## config.mk

```make
export PLATFORM = sky130hd
export DESIGN_NAME = lcrg_cfg
export DESIGN_NICKNAME = d
export VERILOG_FILES = /design/src/lcrg_pkg.sv /design/src/lcrg_cfg.sv
export SDC_FILE = /design/constraint.sdc
export NUM_CORES = 1
export LEC_CHECK = 0
export BUFFER_PORTS_ARGS = -buffer_cell sky130_fd_sc_hd__buf_2
export CORE_AREA = 2 2 217 219
export DETAILED_ROUTE_END_ITERATION = 8
export DIE_AREA = 0 0 219 221
export PLACE_DENSITY = 0.69
export SLEW_MARGIN = 20
export SYNTH_ARGS = -nofsm -noshare
export SYNTH_HDL_FRONTEND = slang
export SYNTH_SLANG_ARGS = --single-unit
export TNS_END_PERCENT = 50
```

## constraint.sdc

```tcl
create_clock -name clk -period 1.4 [get_ports clk]
set_input_delay 0.14 -clock clk [delete_from_list [all_inputs] [get_ports clk]]
set_output_delay 0.14 -clock clk [all_outputs]
set_load 0.02 [all_outputs]
```

## src/lcrg_pkg.sv

```systemverilog
// Shared types, constants and helpers of the linear camera ray generator
package lcrg_pkg;

	localparam int FRAC_BITS_DEF = 16;
	localparam int INDEX_BITS    = 12;
	localparam int ADDR_W        = 6;
	localparam int SAT_W         = 66;
	localparam int QUO_BITS      = 31;

	typedef enum logic [2:0] {
		REG_RAY0_DIR = 3'd0,
		REG_RAY0_ORG = 3'd1,
		REG_RAY1_DIR = 3'd2,
		REG_RAY1_ORG = 3'd3,
		REG_RAY2_DIR = 3'd4,
		REG_RAY2_ORG = 3'd5,
		REG_PLANE    = 3'd6
	} reg_idx_t;

	typedef struct packed {
		logic [INDEX_BITS-1:0] pixel_column;
		logic [INDEX_BITS-1:0] pixel_row;
	} pix_t;

	typedef struct packed {
		logic signed [31:0] dir_x;
		logic signed [31:0] dir_y;
		logic signed [31:0] start_x;
		logic signed [31:0] start_y;
		logic               degenerate;
	} ray_t;

	// camera registers, one 32-bit word per ray and axis
	typedef struct packed {
		logic [2:0][31:0]   dir_x;
		logic [2:0][31:0]   dir_y;
		logic [2:0][31:0]   org_x;
		logic [2:0][31:0]   org_y;
		logic signed [31:0] plane;
	} cfg_t;

	typedef struct packed {
		logic signed [63:0] num_a;
		logic signed [63:0] num_b;
		logic signed [63:0] den;
	} geom_t;

	typedef struct packed {
		logic signed [31:0] alpha;
		logic signed [31:0] beta;
		logic               deg;
	} wgt_t;

	function automatic logic signed [31:0] sat32(input logic signed [SAT_W-1:0] v);
		if (v[SAT_W-1:31] == '0 || v[SAT_W-1:31] == '1) begin
			return v[31:0];
		end else if (v[SAT_W-1]) begin
			return 32'sh8000_0000;
		end else begin
			return 32'sh7fff_ffff;
		end
	endfunction

endpackage

```

## src/lcrg_cfg.sv

```systemverilog
// APB register file holding the camera definition
module lcrg_cfg (
	input  logic                        clk,
	input  logic                        arst_n,
	input  logic                        psel,
	input  logic                        penable,
	input  logic                        pwrite,
	input  logic [lcrg_pkg::ADDR_W-1:0] paddr,
	input  logic [63:0]                 pwdata,
	output logic [63:0]                 prdata,
	output logic                        pready,
	output lcrg_pkg::cfg_t              cfg
);
	import lcrg_pkg::*;

	logic [63:0]        ray_q [6];
	logic signed [31:0] plane_q;
	reg_idx_t           idx;
	logic               wr;

	assign pready = 1'b1;
	assign idx    = reg_idx_t'(paddr[ADDR_W-1:3]);
	assign wr     = psel && penable && pwrite;

	always_ff @(posedge clk or negedge arst_n) begin
		if (!arst_n) begin
			for (int i = 0; i < 6; i++) ray_q[i] <= '0;
			plane_q <= 32'sd65536;
		end else if (wr) begin
			case (idx)
				REG_RAY0_DIR: ray_q[0] <= pwdata;
				REG_RAY0_ORG: ray_q[1] <= pwdata;
				REG_RAY1_DIR: ray_q[2] <= pwdata;
				REG_RAY1_ORG: ray_q[3] <= pwdata;
				REG_RAY2_DIR: ray_q[4] <= pwdata;
				REG_RAY2_ORG: ray_q[5] <= pwdata;
				REG_PLANE:    plane_q  <= pwdata[31:0];
				default: ;
			endcase
		end
	end

	always_comb begin
		case (idx)
			REG_RAY0_DIR: prdata = ray_q[0];
			REG_RAY0_ORG: prdata = ray_q[1];
			REG_RAY1_DIR: prdata = ray_q[2];
			REG_RAY1_ORG: prdata = ray_q[3];
			REG_RAY2_DIR: prdata = ray_q[4];
			REG_RAY2_ORG: prdata = ray_q[5];
			REG_PLANE:    prdata = {32'd0, plane_q};
			default:      prdata = '0;
		endcase
	end

	always_comb begin
		for (int i = 0; i < 3; i++) begin
			cfg.dir_x[i] = ray_q[2*i][31:0];
			cfg.dir_y[i] = ray_q[2*i][63:32];
			cfg.org_x[i] = ray_q[2*i+1][31:0];
			cfg.org_y[i] = ray_q[2*i+1][63:32];
		end
		cfg.plane = plane_q;
	end

endmodule

```

==> flow_summary.yaml, run 1 <==
run_status:
  outcome: "finished, violations left"
  violations: "negative setup slack"
floorplan:
  die_h_um: 221
  rows: 79
  die-area_sq_um: 48400
  start_util_pct: 41.25
  core-area_sq_um: 46060
  die_w_um: 219
  io_pins: 556
synth:
  synth_compound_area_share_pct: 6.104
  syn_nets: 1422
  ys_seq_elements: 416
  synth.top_cell.area_share_pct: 54.66
  synthXorXnorAreaFrac_pct: 0
  synth_seq_area_share_pct: 54.79
  synthCells: 1347
  synth.largest_area_cell: "dfrtp_1"
  synthArstFlopShare_pct: 100.0
  syn_area_sq_um: 19000
  synth-simple-area-share_pct: 3.839
  synth_edf_count: 0
  synth_area_leaders: "dfrtp_1 55%, mux2_2 28%, mux2i_1 3.6%, buf_2 1.4%, o221ai_1 1.3%"
  synth-adder-area-share_pct: 0
  synth_mux_area_share_pct: 32.50
  syn_area_per_cell_sq_um: 14.11
  ys_types: 42
  yosys_warnings: 0
  synth_top_family_by_area: "multiplexers"
  synth_top_flop_cell: "dfrtp_1"
clocking:
  numCtsBuffers: 46
  cts.sinks: 416
  cts_tree: "built"
  clockRootBuffer: "clkbuf_16"
  max-clock-path-buffers: 3
  clkTransAtPathRegs_ps: 60
  cts_max_level: 2
  clk_latency_ps: 570
setup_path:
  worstPathArrival_ps: 1820
  reg2reg_from: "cfg[342]"
  crit_fanout: 2
  end_kind: "output port"
  worst-path-stages: 4
  cp_slowest_stage_delay_ps: 400
  cp-start-kind: "flip-flop"
  reg2reg_to: "cfg[342]"
  crit_buf_inv: 1
  r2r_cells: 3
  critical_path_class: "flip-flop to output port"
  critPathTopFamily: "flip-flops"
  r2r_slack_ps: 360
  critPathRequiredTime_ps: 1260
  crit_slowest_cell: "dfrtp_1"
  crit_chain: "mux2_4 > a221oi_2 > a31oi_2 > buf_4"
global_routing:
  grt_pass1_wl_mm: 100.5
  grt_max_degree: 52
  grt_overflow_total: 0
  grt_pass1_vias: 16020
  antenna_found_initial: 3
  grt_usage_pct: 27.31
cells_and_area:
  layout_common_cells: "426 x mux2_2, 415 x dfrtp_1, 403 x buf_2"
  multi_input_area_sq_um: 8807
  fill_cells: 3512
  ff_latch_area_sq_um: 10410
  layout-drive-gt1-share_pct: 65.76
  mostFrequentLayoutCell: "mux2_2"
  area_growth_pct: 47.40
  nNetsFinal: 2213
power_and_ir_drop:
  p_sw_mw: 14.75
  p_seq_share_pct: 38.0
  comb_power_share_pct: 34.0
  swShare_pct: 34.20
  p_int_mw: 28.39
  power.density_nw_per_um2: 1540
  clkPwrFrac_pct: 28.0
  p_leak_nw: 13.79
  peakVddDrop_v: 0.001234
detailed_routing:
  ant_nets: 0
  num_vias: 15470
  met2_length_mm: 33.88
  drt_first_pass_iters: 7
  routed.top_layer: "met4"
  wl_met3_mm: 4.868
  drt_iter0_drc: 992
  viasPerCell: 5.564
  drt-wirelength-per-cell_um: 24.70
  wl_met1_mm: 27.29
  drc: 0
  wirelength_mm: 68.69
hold_path:
  hold_class: "input pin to asynchronous set/reset pin"
timing:
  final.period_utilization_pct: 139.8
  finalMaxSlewViolations: 0
  setup_viol_count_final: 84
  rsz0062_at_grt: "yes"
  hold_viol_final: 0
  worst_slack_ps: -557.2
  fin_hold_ws_ps: 103.4
  fmax_mhz: 510.9
  period_needed_ps: 1957
  fin_skew_ps: 0
placement:
  gpl.final_weighted_congestion: 0.8994
  numPortBuffers: 551
  place_ws_ps: -520.1
  detailed_place_hpwl_mm: 46.12
job:
  maxCapViolations: 0
==> sequential cells by signal (all words and copies together) (netlist names) <==
signal / flops
plane_q: 32
cfg: 384
==> power groups by stage <==
stage	sequential [mW]	clock [mW]	combinational, mW
finish	16.4	12.1	14.7
global route	16.7	12.7	15.4
detailed placement	16.6	0	12.0
CTS	16.3	12.2	13.5
floorplan	19.0	0	4.22
global placement	16.4	0	11.8
==> through the flow <==
stage          util, %  total power, mW  setup TNS (ps)  instance area (sq um)  instances
6_report         60.80            43.14          -25550                  28010       2781
5_1_grt          60.80            44.78          -30560                  28000       2780
4_1_cts          58.62            42.06          -25760                  27000       2727
3_5_place_dp     51.41            28.55          -65310                  23680       2524
3_3_place_gp     51.41            28.27          -58110                  23680       2524
2_1_floorplan        -            23.24          -13640                  19300       1347
==> area by class of cell <==
cell class                      instances  area share, %
Multi-Input combinational cell        829          31.45
Clock buffer                           68          5.026
Clock inverter                         12         0.3440
Sequential cell                       416          37.17
Tap cell                              607          2.712
Antenna cell                            4        0.03574
Inverter                                1        0.01340
Timing Repair Buffer                  844          23.25
==> worst reg2reg max path, delay by kind of cell, from the launching register on <==
kind     cells  cell delay, ps
flops        1             390
buf+inv      2             280
mux          1             270
==> cell families (layout without fill, tap and decap cells) <==
| logic type | Yosys count | in the layout |
|---|---|---|
| AO/OA/AOI/OAI | 151 | 151 |
| buffers and inverters | 102 | 925 |
| flip-flops | 416 | 416 |
| multiplexers | 556 | 556 |
| other | 1 | 5 |
| AND/OR/NAND/NOR | 121 | 121 |
==> what timing repair did <==
item	CTS	global route
gates resized for setup	210	175
setup endpoints to repair	73	115
hold buffers	65	0
buffers inserted	58	50
pin swaps	57	19
endpoints found under the hold margin	783	0
==> layer usage <==
layer,track usage [%],vias to the layer above
li1,-,6616
met1,34.06,7981
met2,46.23,718
met3,6.062,159
met4,10.20,0
met5,0,-
==> worst max path at each step <==
stage	from	end	slack (ps)
final	cfg[267]	prdata[43]	-560
after global routing	cfg[235]	prdata[43]	-580
after CTS	cfg[279]	prdata[55]	-510
after detailed placement	paddr[4]	prdata[23]	-520
after global placement	paddr[4]	prdata[23]	-510
after floorplan	paddr[3]	cfg[131]	-70
==> synth_stat cells, types with 8 or more instances <==
cell	count
mux2i_1	69
nand3b_1	18
buf_2	54
a22oi_1	18
a221o_1	10
a221oi_1	8
mux2_2	471
nand2_1	42
mux2_1	16
and3_1	17
clkbuf_1	29
dfrtp_1	415
o211ai_1	16
a21oi_1	21
and2_1	15
o221ai_1	28
a32oi_1	15
o21a_1	16
No activity file was read; power rests on OpenSTA's default activity.
==> run 2, diff against run 1 <==
--- a/config.mk
+++ b/config.mk
@@ -10,6 +10,7 @@
 export DETAILED_ROUTE_END_ITERATION = 8
 export DIE_AREA = 0 0 219 221
 export PLACE_DENSITY = 0.69
+export RECOVER_POWER = 100
 export SLEW_MARGIN = 20
 export SYNTH_ARGS = -nofsm -noshare
 export SYNTH_HDL_FRONTEND = slang
==> flow_summary.yaml, run 2 (synthesis results as in run 1) <==
detailed_routing:
  ant_nets: 0
  viasPerCell: 5.574
  drt_first_pass_iters: 4
  drt-wirelength-per-cell_um: 24.76
  wirelength_mm: 68.84
  drt_iter0_drc: 1051
  num_vias: 15500
  drc: 0
cells_and_area:
  area_growth_pct: 45.28
  fin_util_pct: 59.93
  fin_cells: 2780
  nNetsFinal: 2213
  layout-drive-gt1-share_pct: 64.61
  largest_reg_flops: 384
  layout_common_cells: "426 x mux2_2, 415 x dfrtp_1, 330 x clkbuf_2"
  final_area_sq_um: 27600
  mostFrequentLayoutCell: "mux2_2"
floorplan:
  die-area_sq_um: 48400
  die_h_um: 221
  die_w_um: 219
  io_pins: 556
  start_util_pct: 41.25
  rows: 79
  core-area_sq_um: 46060
setup_path:
  worstPathArrival_ps: 1810
  end_kind: "output port"
  critPathRequiredTime_ps: 1260
  cp-start-kind: "flip-flop"
  critical_path_class: "flip-flop to output port"
  crit_fanout: 2
timing:
  worst_slack_ps: -553.4
  fmax_mhz: 511.9
  hold_viol_final: 0
  finalMaxSlewViolations: 0
  rsz0062_at_grt: "yes"
  fin_setup_tns_ps: -27090
  tightest_slew_ps: 790.1
  final.period_utilization_pct: 139.5
  relSlewSlack_pct: 47.33
  setup_viol_count_final: 106
  fin_skew_ps: 0
  period_needed_ps: 1953
clocking:
  clockRootBuffer: "clkbuf_16"
  cts_max_level: 2
  clkTransAtPathRegs_ps: 60
  numCtsBuffers: 46
  max-clock-path-buffers: 3
  cts_tree: "built"
  clk_latency_ps: 570
  cts.sinks: 416
global_routing:
  grt_pass1_wl_mm: 100.5
  antenna_found_initial: 3
  grt_max_degree: 52
  grt_overflow_total: 0
  grt_usage_pct: 27.31
  grt_pass1_vias: 16020
placement:
  placed_area_sq_um: 23680
  dp.cells: 2524
  numPortBuffers: 551
  detailed_place_hpwl_mm: 46.12
  gpl.final_weighted_congestion: 0.8994
run_status:
  outcome: "finished, violations left"
  violations: "negative setup slack"
hold_path:
  hold_class: "input pin to asynchronous set/reset pin"
power_and_ir_drop:
  power.density_nw_per_um2: 1559
  peakVddDrop_v: 0.001231
  p_leak_nw: 13.51
job:
  maxCapViolations: 0
==> run 2: path summary, 6_finish.rpt <==
| check | depth (start not counted) | end | slack [ps] | startpoint |
|---|---|---|---|---|
| hold / removal | 2 | cfg[308] | 220 | arst_n |
| setup / recovery | 4 | prdata[43] | -550 | cfg[267] |
| min in group clk | 5 | cfg[279] | 400 | penable |
| hold reg to reg | 1 | cfg[172] | 510 | cfg[172] |
| setup reg to reg | 3 | cfg[342] | 360 | cfg[342] |
| max in group asynchronous | 3 | plane_q[16] | 140 | arst_n |
==> run 2: layer usage <==
metal	global-route usage (%)	share of wire, %
met2	46.23	49
met3	6.062	7.2
met5	0	0
met1	34.06	40
met4	10.20	4.0
==> run 2: what timing repair did <==
action | in CTS | in global routing
gates resized for setup | 210 | 175
hold endpoints to repair | 783 | 0
hold buffers | 65 | 0
pin swaps | 57 | 19
buffers inserted | 58 | 50
endpoints found under the setup margin | 73 | 115
==> run 2: area by class of cell <==
type                       instances  area (sq um)
multi-input combinational        829          8755
tap                              607         759.5
inverter                           1         3.754
timing repair buffer             844          6163
clock inverter                    12         96.34
fill                            3584         18460
sequential                       416         10410
antenna                            3         7.507
clock buffer                      68          1408
==> run 2: power breakdown <==
| group | internal, mW | switching, mW | leakage (nW) |
|---|---|---|---|
| Clock | 7.11 | 4.94 | 0.738 |
| Sequential | 14.4 | 2.08 | 5.32 |
| Combinational | 6.74 | 7.78 | 7.46 |
==> run 2: stage by stage <==
step | hold slack (ps) | setup slack [ps] | power (mW)
global placement | 107.2 | -507.0 | 28.27
finish | 217.5 | -553.4 | 43.04
global route | 250.1 | -579.2 | 44.68
CTS | 95.65 | -513.0 | 42.06
detailed placement | 115.1 | -520.1 | 28.55
floorplan | -155.6 | -72.62 | 23.24
==> run 2: critical path: stages (launching register included) <==
cell and delay [ps]:
dfrtp_1 400, mux2_4 270, a221oi_2 300, a31oi_2 90, buf_4 180
